==> src/rtl/rhsv_pkg.sv <==
`timescale 1ns / 1ps
package rhsv_pkg;

	localparam int CH_W      = 8;
	localparam int SAT_REM_W = 2 * CH_W;
	localparam int HUE_Q_W   = 6;
	localparam int HUE_REM_W = 14;

	localparam logic [CH_W-1:0]    HUE_BASE_RED   = 8'd0;
	localparam logic [CH_W-1:0]    HUE_BASE_GREEN = 8'd85;
	localparam logic [CH_W-1:0]    HUE_BASE_BLUE  = 8'd171;
	localparam logic [HUE_Q_W-1:0] HUE_STEP       = 6'd43;

	typedef struct packed {
		logic [CH_W-1:0]      mx;
		logic [CH_W-1:0]      rng;
		logic [SAT_REM_W-1:0] sat_rem;
		logic [CH_W-1:0]      sat_q;
		logic [HUE_REM_W-1:0] hue_rem;
		logic [HUE_Q_W-1:0]   hue_q;
		logic                 neg;
		logic [CH_W-1:0]      base;
		logic                 black;
		logic                 grey;
	} rhsv_pay_t;

endpackage

==> src/rtl/rgb_to_hsv_8bit.sv <==
`timescale 1ns / 1ps
// RGB to HSV, 8 bits per channel. Takes one pixel per clock while the output side is
// not stalled. The two restoring dividers (saturation and hue) resolve two quotient
// bits per pipeline stage, saturation over four stages and hue over the first three,
// behind one stage of max/min/sector logic and ahead of one output stage. A stalled
// output holds the pipeline; bubbles close up.
module rgb_to_hsv_8bit import rhsv_pkg::*; (
	input  logic            clk,
	input  logic            arst_n,
	input  logic            in_valid,
	output logic            in_ready,
	input  logic [CH_W-1:0] red,
	input  logic [CH_W-1:0] green,
	input  logic [CH_W-1:0] blue,
	output logic            out_valid,
	input  logic            out_ready,
	output logic [CH_W-1:0] hue,
	output logic [CH_W-1:0] saturation,
	output logic [CH_W-1:0] brightness
);

	localparam int NDIV = 4;

	logic [NDIV+1:0] vld_q;
	logic [NDIV+1:0] en;

	rhsv_pay_t       pay_s1;
	rhsv_pay_t       front;
	rhsv_pay_t       div_pay [NDIV+1];

	logic [CH_W-1:0] mx;
	logic [CH_W-1:0] mn;
	logic [CH_W-1:0] rng;
	logic [CH_W:0]   diff;
	logic [CH_W-1:0] mag;
	logic [CH_W-1:0] hoff;

	logic [CH_W-1:0] hue_s6;
	logic [CH_W-1:0] sat_s6;
	logic [CH_W-1:0] val_s6;

	// en[0] is stage 1, en[NDIV+1] is the output stage
	always_comb begin
		en[NDIV+1] = !vld_q[NDIV+1] || out_ready;
		for (int i = NDIV; i >= 0; i--) begin
			en[i] = !vld_q[i] || en[i+1];
		end
	end

	assign in_ready = en[0];

	always_ff @(posedge clk or negedge arst_n) begin
		if (!arst_n) begin
			vld_q <= '0;
		end else begin
			if (en[0]) begin
				vld_q[0] <= in_valid;
			end
			for (int i = 1; i <= NDIV + 1; i++) begin
				if (en[i]) begin
					vld_q[i] <= vld_q[i-1];
				end
			end
		end
	end

	always_comb begin
		mx = (red >= green) ? red : green;
		if (blue > mx) begin
			mx = blue;
		end
		mn = (red <= green) ? red : green;
		if (blue < mn) begin
			mn = blue;
		end
		rng = mx - mn;

		front = '0;
		if (red >= green && red >= blue) begin
			front.base = HUE_BASE_RED;
			diff       = {1'b0, green} - {1'b0, blue};
		end else if (green >= blue) begin
			front.base = HUE_BASE_GREEN;
			diff       = {1'b0, blue} - {1'b0, red};
		end else begin
			front.base = HUE_BASE_BLUE;
			diff       = {1'b0, red} - {1'b0, green};
		end
		front.neg = diff[CH_W];
		mag       = diff[CH_W] ? CH_W'(-diff) : diff[CH_W-1:0];

		front.mx      = mx;
		front.rng     = rng;
		front.sat_rem = {rng, {CH_W{1'b0}}} - SAT_REM_W'(rng);
		front.hue_rem = HUE_REM_W'(mag) * HUE_REM_W'(HUE_STEP);
		front.black   = (mx == '0);
		front.grey    = (rng == '0);
	end

	always_ff @(posedge clk) begin
		if (en[0]) begin
			pay_s1 <= front;
		end
	end

	assign div_pay[0] = pay_s1;

	for (genvar g = 0; g < NDIV; g++) begin : g_div
		rhsv_div_stage #(
			.SAT_TOP (CH_W - 1 - 2 * g),
			.HUE_TOP ((g < NDIV - 1) ? (HUE_Q_W - 1 - 2 * g) : 1),
			.HUE_EN  (g < NDIV - 1)
		) u_stage (
			.clk     (clk),
			.en      (en[g+1]),
			.pay_in  (div_pay[g]),
			.pay_out (div_pay[g+1])
		);
	end

	always_comb begin
		hoff = {{(CH_W-HUE_Q_W){1'b0}}, div_pay[NDIV].hue_q};
		if (div_pay[NDIV].neg) begin
			hoff = -hoff;
		end
	end

	always_ff @(posedge clk) begin
		if (en[NDIV+1]) begin
			hue_s6 <= div_pay[NDIV].grey ? '0 : div_pay[NDIV].base + hoff;
			sat_s6 <= div_pay[NDIV].black ? '0 : div_pay[NDIV].sat_q;
			val_s6 <= div_pay[NDIV].mx;
		end
	end

	assign out_valid  = vld_q[NDIV+1];
	assign hue        = hue_s6;
	assign saturation = sat_s6;
	assign brightness = val_s6;

endmodule

==> src/rtl/rhsv_div_stage.sv <==
`timescale 1ns / 1ps
module rhsv_div_stage import rhsv_pkg::*; #(
	parameter int SAT_TOP = 7,
	parameter int HUE_TOP = 5,
	parameter bit HUE_EN  = 1'b1
) (
	input  logic      clk,
	input  logic      en,
	input  rhsv_pay_t pay_in,
	output rhsv_pay_t pay_out
);

	rhsv_pay_t            nxt;
	rhsv_pay_t            pay_s;
	logic [SAT_REM_W-1:0] sat_rem;
	logic [SAT_REM_W-1:0] sat_try;
	logic [CH_W-1:0]      sat_q;
	logic [HUE_REM_W-1:0] hue_rem;
	logic [HUE_REM_W-1:0] hue_try;
	logic [HUE_Q_W-1:0]   hue_q;

	always_comb begin
		sat_rem = pay_in.sat_rem;
		sat_q   = pay_in.sat_q;
		hue_rem = pay_in.hue_rem;
		hue_q   = pay_in.hue_q;
		sat_try = '0;
		hue_try = '0;
		for (int k = 0; k < 2; k++) begin
			sat_try = SAT_REM_W'(pay_in.mx) << (SAT_TOP - k);
			if (sat_rem >= sat_try) begin
				sat_rem              = sat_rem - sat_try;
				sat_q[SAT_TOP - k]   = 1'b1;
			end
			if (HUE_EN) begin
				hue_try = HUE_REM_W'(pay_in.rng) << (HUE_TOP - k);
				if (hue_rem >= hue_try) begin
					hue_rem            = hue_rem - hue_try;
					hue_q[HUE_TOP - k] = 1'b1;
				end
			end
		end
		nxt         = pay_in;
		nxt.sat_rem = sat_rem;
		nxt.sat_q   = sat_q;
		nxt.hue_rem = hue_rem;
		nxt.hue_q   = hue_q;
	end

	always_ff @(posedge clk) begin
		if (en) begin
			pay_s <= nxt;
		end
	end

	assign pay_out = pay_s;

endmodule

==> config.mk <==
export PLATFORM = sky130hd
export DESIGN_NAME = rgb_to_hsv_8bit
export DESIGN_NICKNAME = d
export VERILOG_FILES = /design/src/rtl/rhsv_pkg.sv /design/src/rtl/rgb_to_hsv_8bit.sv /design/src/rtl/rhsv_div_stage.sv
export SDC_FILE = /design/constraint.sdc
export NUM_CORES = 1
export LEC_CHECK = 0
export BUFFER_PORTS_ARGS = -buffer_cell sky130_fd_sc_hd__buf_2
export CAP_MARGIN = 25
export CORE_MARGIN = 4
export CORE_UTILIZATION = 35
export CTS_BUF_LIST = sky130_fd_sc_hd__clkbuf_4
export DETAILED_ROUTE_END_ITERATION = 10
export HOLD_SLACK_MARGIN = 0.03
export PLACE_DENSITY_LB_ADDON = 0.3
export SETUP_SLACK_MARGIN = 0.4
export SYNTH_ARGS = -nofsm -noshare
export SYNTH_HDL_FRONTEND = slang
export SYNTH_HIERARCHICAL = 1
export SYNTH_SLANG_ARGS = --single-unit
==> constraint.sdc <==
create_clock -name clk -period 7.8 [get_ports clk]
set_clock_uncertainty 0.2 [all_clocks]
set_input_delay 0.39 -clock clk [delete_from_list [all_inputs] [get_ports clk]]
set_output_delay 0.39 -clock clk [all_outputs]
set_load 0.05 [all_outputs]
==> results of run 1 <==
-- final cells by class --
cell class | instances | share of cell area
Antenna cell | 3 | 0.000322
Clock buffer | 106 | 0.0341
Clock inverter | 27 | 0.00660
Inverter | 190 | 0.0306
Multi-Input combinational cell | 1419 | 0.477
Sequential cell | 305 | 0.391
Tap cell | 773 | 0.0415
Timing Repair Buffer | 71 | 0.0182
-- what timing repair did --
action	CTS	global route
setup endpoints to repair	0	1
resized for setup	0	2
buffers inserted	0	0
hold endpoints to repair	15	0
hold buffers	10	0
-- registers in the layout, indices dropped and copies added, names as in the netlist --
| signal | count |
|---|---|
| g_div.u_stage/pay_out | 224 |
| vld_q | 6 |
| brightness | 8 |
| hue | 8 |
| div_pay | 51 |
| saturation | 8 |
-- per-layer routing --
metal | up-vias | track usage | wire (microns)
met5 | - | 0 | 0
met4 | 0 | 0.0564 | 1390
met3 | 88 | 0.0236 | 1620
met2 | 288 | 0.238 | 21300
met1 | 6933 | 0.173 | 20300
li1 | 7421 | - | -
-- cell usage in the layout, fill, tap and decap left out, types with 20 or more instances in the layout --
master,instances
mux2_2,33
inv_1,189
mux2i_1,37
o21ai_0,80
ha_1,203
mux2_4,20
edfxtp_1,299
nand2b_1,31
xor2_1,32
xnor2_1,75
a211oi_1,24
fa_1,27
clkbuf_4,106
a21oi_1,142
o21a_1,31
a21o_1,45
buf_2,53
nor2_1,137
nand2_1,86
nor3_1,36
nand3_1,32
nor2b_1,41
-- final timing paths --
kind	from	to	slack [ns]
max in group asynchronous	arst_n	vld_q[4]	6.64
min in group asynchronous	arst_n	vld_q[1]	0.48
hold / removal	green[0]	div_pay[347]	0.13
setup reg to reg	div_pay[344]	g_div[0].u_stage/pay_out[25]	2.28
hold reg to reg	g_div[0].u_stage/pay_out[5]	g_div[1].u_stage/pay_out[5]	0.21
setup / recovery	blue[0]	div_pay[314]	1.02
-- through the flow --
step	worst slack [ns]	hold WS (ns)
after floorplan	1.20	-0.106
after global placement	0.592	0.0421
after detailed placement	0.445	0.0469
after CTS	0.901	0.0317
after global routing	0.417	0.117
final	1.02	0.127
-- worst max-delay path: cells and delay by family --
| family | cells | cell delay (ns) |
|---|---|---|
| and+or+nand+nor | 9 | 0.84 |
| buffers and inverters | 6 | 1.01 |
| xor gates and xnor gates | 2 | 0.39 |
| AOI/OAI and AO/OA | 12 | 2.45 |
| adders and majority gates | 6 | 1.98 |
==> results.sh, run 1 <==
export IMPL_status="finished, final reports clean"
export IMPL_die_width_microns=253
export IMPL_vias=14730
export IMPL_seq_area_sq_um=9130
export IMPL_viasPerCell=5.09
export IMPL_place_gp_congestion=0.876
export IMPL_drive_gt1_frac=0.148
export IMPL_insertion_delay_ns=0.74
export IMPL_clock_fmax_mhz=148
export IMPL_num_rows=89
export IMPL_die_h_microns=253
export IMPL_clk_pin_slew_ns=0.06
export IMPL_hold_violations=0
export IMPL_max_cap_viol_count=0
export IMPL_syn_inst=1929
export IMPL_fin_crit_ns=6.78
export IMPL_worstRegToRegCells=17
export IMPL_synth_warnings=6
export IMPL_routedWlPerCell_microns=15.4
export IMPL_placed_cell_area_sq_um=22300
export IMPL_clockBufferDepth=3
export IMPL_syn_avg_cell_area_sq_um=10.9
export IMPL_drt_iter0_drc=718
export IMPL_tns_ns=0
export IMPL_final_core_util=0.393
export IMPL_slew_violations=0
export IMPL_crit_path_end_kind="flop"
export IMPL_dieArea_sq_um=64200
export IMPL_cpMaxStageDelayCell="dlygate4sd3_1"
export IMPL_first_pass_iters=5
export IMPL_grt_max_degree=73
export IMPL_cts_buffers=77
export IMPL_crit_fanout=16
export IMPL_fin_crit_sh=0.869
export IMPL_hpwlAfterDp_microns=35300
export IMPL_fin_area_sq_um=23300
export IMPL_critPathMaxStageDelay_ns=0.53
export IMPL_critPathLaunchType="primary input"
export IMPL_htree_levels=3
export IMPL_synth_cell_area_sq_um=21100
export IMPL_worst_pin_slew_ns=0.934
export IMPL_hold_depth=5
export IMPL_drt_wl_total_microns=44700
export IMPL_nFillCells=5716
export IMPL_crit_type="primary input to flop"
export IMPL_rsz0062_at_grt="no"
export IMPL_stdcell_count=2894
export IMPL_cp_required_ns=8.08
export IMPL_design_core_area_sq_um=59400
export IMPL_cts_tree="done"
export IMPL_grtUsageTotal=0.138
export IMPL_grt_antenna_before_repair=2
export IMPL_multi_input_area_sq_um=11100
export IMPL_cts_root_buf="clkbuf_4"
export IMPL_syn2layout_area_growth_pct=10.7
export IMPL_io_pins=54
export IMPL_drcViolationCount=0
export IMPL_dp_cells=2748
export IMPL_worstPathArrival_ns=7.05
export IMPL_start_util=0.355
export IMPL_grt_ovfl_total=0
export IMPL_grt_pass1_vias=14846
export IMPL_nets=2322
export IMPL_ant_nets=0
export IMPL_cts_sinks=305
export IMPL_port_buffer_count=53
export IMPL_max_slew_margin=0.378
export IMPL_setup_viol=0
export IMPL_min_path_type="primary input to flop"
export IMPL_grt_pass1_wl_microns=73300
Power of run 1 is not shown: default switching activity piles up to over one toggle a cycle in this logic, so the estimate is an artifact.
==> run 2: changes to the inputs <==
- ABC_AREA: unset -> 1
- CORE_MARGIN: 4 -> unset
==> results.sh, run 2 <==
export IMPL_status="finished, final reports clean"
export IMPL_dieArea_sq_um=64500
export IMPL_cpMaxStageDelayCell="fa_1"
export IMPL_grt_max_degree=73
export IMPL_drt_iter0_drc=674
export IMPL_fin_crit_ns=6.81
export IMPL_min_path_type="flop to flop"
export IMPL_layout_common_cells="nand2_1 (614), inv_1 (399), edfxtp_1 (299)"
export IMPL_worst_pin_slew_ns=0.895
export IMPL_worstPathArrival_ns=7.10
export IMPL_synth_warnings=6
export IMPL_critPathLaunchType="primary input"
export IMPL_tns_ns=0
export IMPL_nFillCells=6271
export IMPL_setup_viol=0
export IMPL_grt_pass1_wl_microns=78200
export IMPL_syn2layout_area_growth_pct=10.1
export IMPL_cts_root_buf="clkbuf_4"
export IMPL_num_rows=91
export IMPL_cts_tree="done"
export IMPL_grt_ovfl_total=0
export IMPL_synth_cell_area_sq_um=22200
export IMPL_reg2reg_slack_ns=3.56
export IMPL_holdPathEnd="g_div[3].u_stage/pay_out[15]"
export IMPL_io_pins=54
export IMPL_first_pass_iters=5
export IMPL_crit_type="primary input to flop"
export IMPL_final_common_cell="nand2_1"
export IMPL_crit_path_end_kind="flop"
export IMPL_routedWlPerCell_microns=13.2
export IMPL_cts_sinks=305
export IMPL_clock_fmax_mhz=147
export IMPL_largest_register_ffs=224
export IMPL_r2r_end="g_div[0].u_stage/pay_out[22]"
export IMPL_die_h_microns=254
export IMPL_rsz0062_at_grt="no"
export IMPL_clockBufferDepth=3
export IMPL_drt_wl_total_microns=47500
export IMPL_hpwlAfterDp_microns=38700
export IMPL_r2r_start="div_pay[345]"
export IMPL_max_slew_margin=0.403
export IMPL_syn_inst=2561
export IMPL_grtUsageTotal=0.150
export IMPL_grt_antenna_before_repair=2
export IMPL_drive_gt1_frac=0.148
export IMPL_cp_required_ns=8.09
export IMPL_hold_path_startpoint="g_div[2].u_stage/pay_out[15]"
export IMPL_max_cap_viol_count=0
export IMPL_insertion_delay_ns=0.74
export IMPL_ant_nets=0
export IMPL_hold_depth=0
export IMPL_cts_buffers=77
export IMPL_syn_avg_cell_area_sq_um=8.67
export IMPL_port_buffer_count=53
export IMPL_die_width_microns=254
export IMPL_nets=2957
export IMPL_htree_levels=3
export IMPL_grt_pass1_vias=16440
export IMPL_crit_fanout=10
export IMPL_crit_top_cell="inv_1"
export IMPL_clk_pin_slew_ns=0.06
export IMPL_vias=16718
export IMPL_worstRegToRegCells=20
export IMPL_viasPerCell=4.66
export IMPL_fin_crit_sh=0.873
export IMPL_start_util=0.357
export IMPL_slew_violations=0
export IMPL_hold_violations=0
export IMPL_design_core_area_sq_um=62200
export IMPL_drcViolationCount=0
export IMPL_place_gp_congestion=0.872
export IMPL_critPathMaxStageDelay_ns=0.54
-- run 2: layout make-up --
class,instances,area (sq um),share of cell area
diodes,2,5.00,0.000205
clock buffers,105,788,0.0322
clock inverters,27,141,0.00578
inverters,433,1630,0.0667
multi-input cells,1811,11300,0.462
flip-flops and latches,305,9130,0.373
well taps,837,1050,0.0428
repair buffers,71,425,0.0174
-- run 2: worst max-delay path, delay by kind of cell --
family	cells	cell delay (ns)
AO/OA/AOI/OAI	10	1.38
XOR/XNOR	2	0.23
adder cells (fa/ha/maj)	6	2.12
buffers and inverters	12	1.46
AND/OR/NAND/NOR	14	1.49
-- run 2: metal layers --
layer / share of wire / vias up / GRT usage
met4: 0.023 / 0 / 0.0551
met5: 0 / - / 0
met2: 0.48 / 284 / 0.259
met1: 0.46 / 7604 / 0.187
li1: - / 8750 / -
met3: 0.035 / 80 / 0.0228
-- run 2: metrics by stage --
step	utilization	setup WS [ns]	instance area (sq um)	instances	hold WS (ns)
floorplan	-	0.869	22300	2574	-0.106
detailed placement	0.377	0.592	23400	3445	0.0562
global placement	0.377	0.755	23400	3445	0.0452
global route	0.394	0.480	24500	3591	0.144
CTS	0.393	0.883	24400	3587	0.0967
finish	0.394	0.992	24500	3591	0.188
-- run 2: worst max path at each step --
stage / startpoint / endpoint
floorplan: vld_q[5] / div_pay[284]
global placement: red[1] / div_pay[314]
detailed placement: red[1] / div_pay[314]
CTS: blue[2] / div_pay[314]
global route: blue[1] / div_pay[314]
finish: blue[1] / div_pay[314]
-- run 2: repair_timing --
action / CTS / global route
setup endpoints to repair: 0 / 1
endpoints found under the hold margin: 14 / 0
resized for setup: 0 / 1
hold buffers: 10 / 0
setup buffers: 0 / 2
Power of run 2 is left out for the same reason.
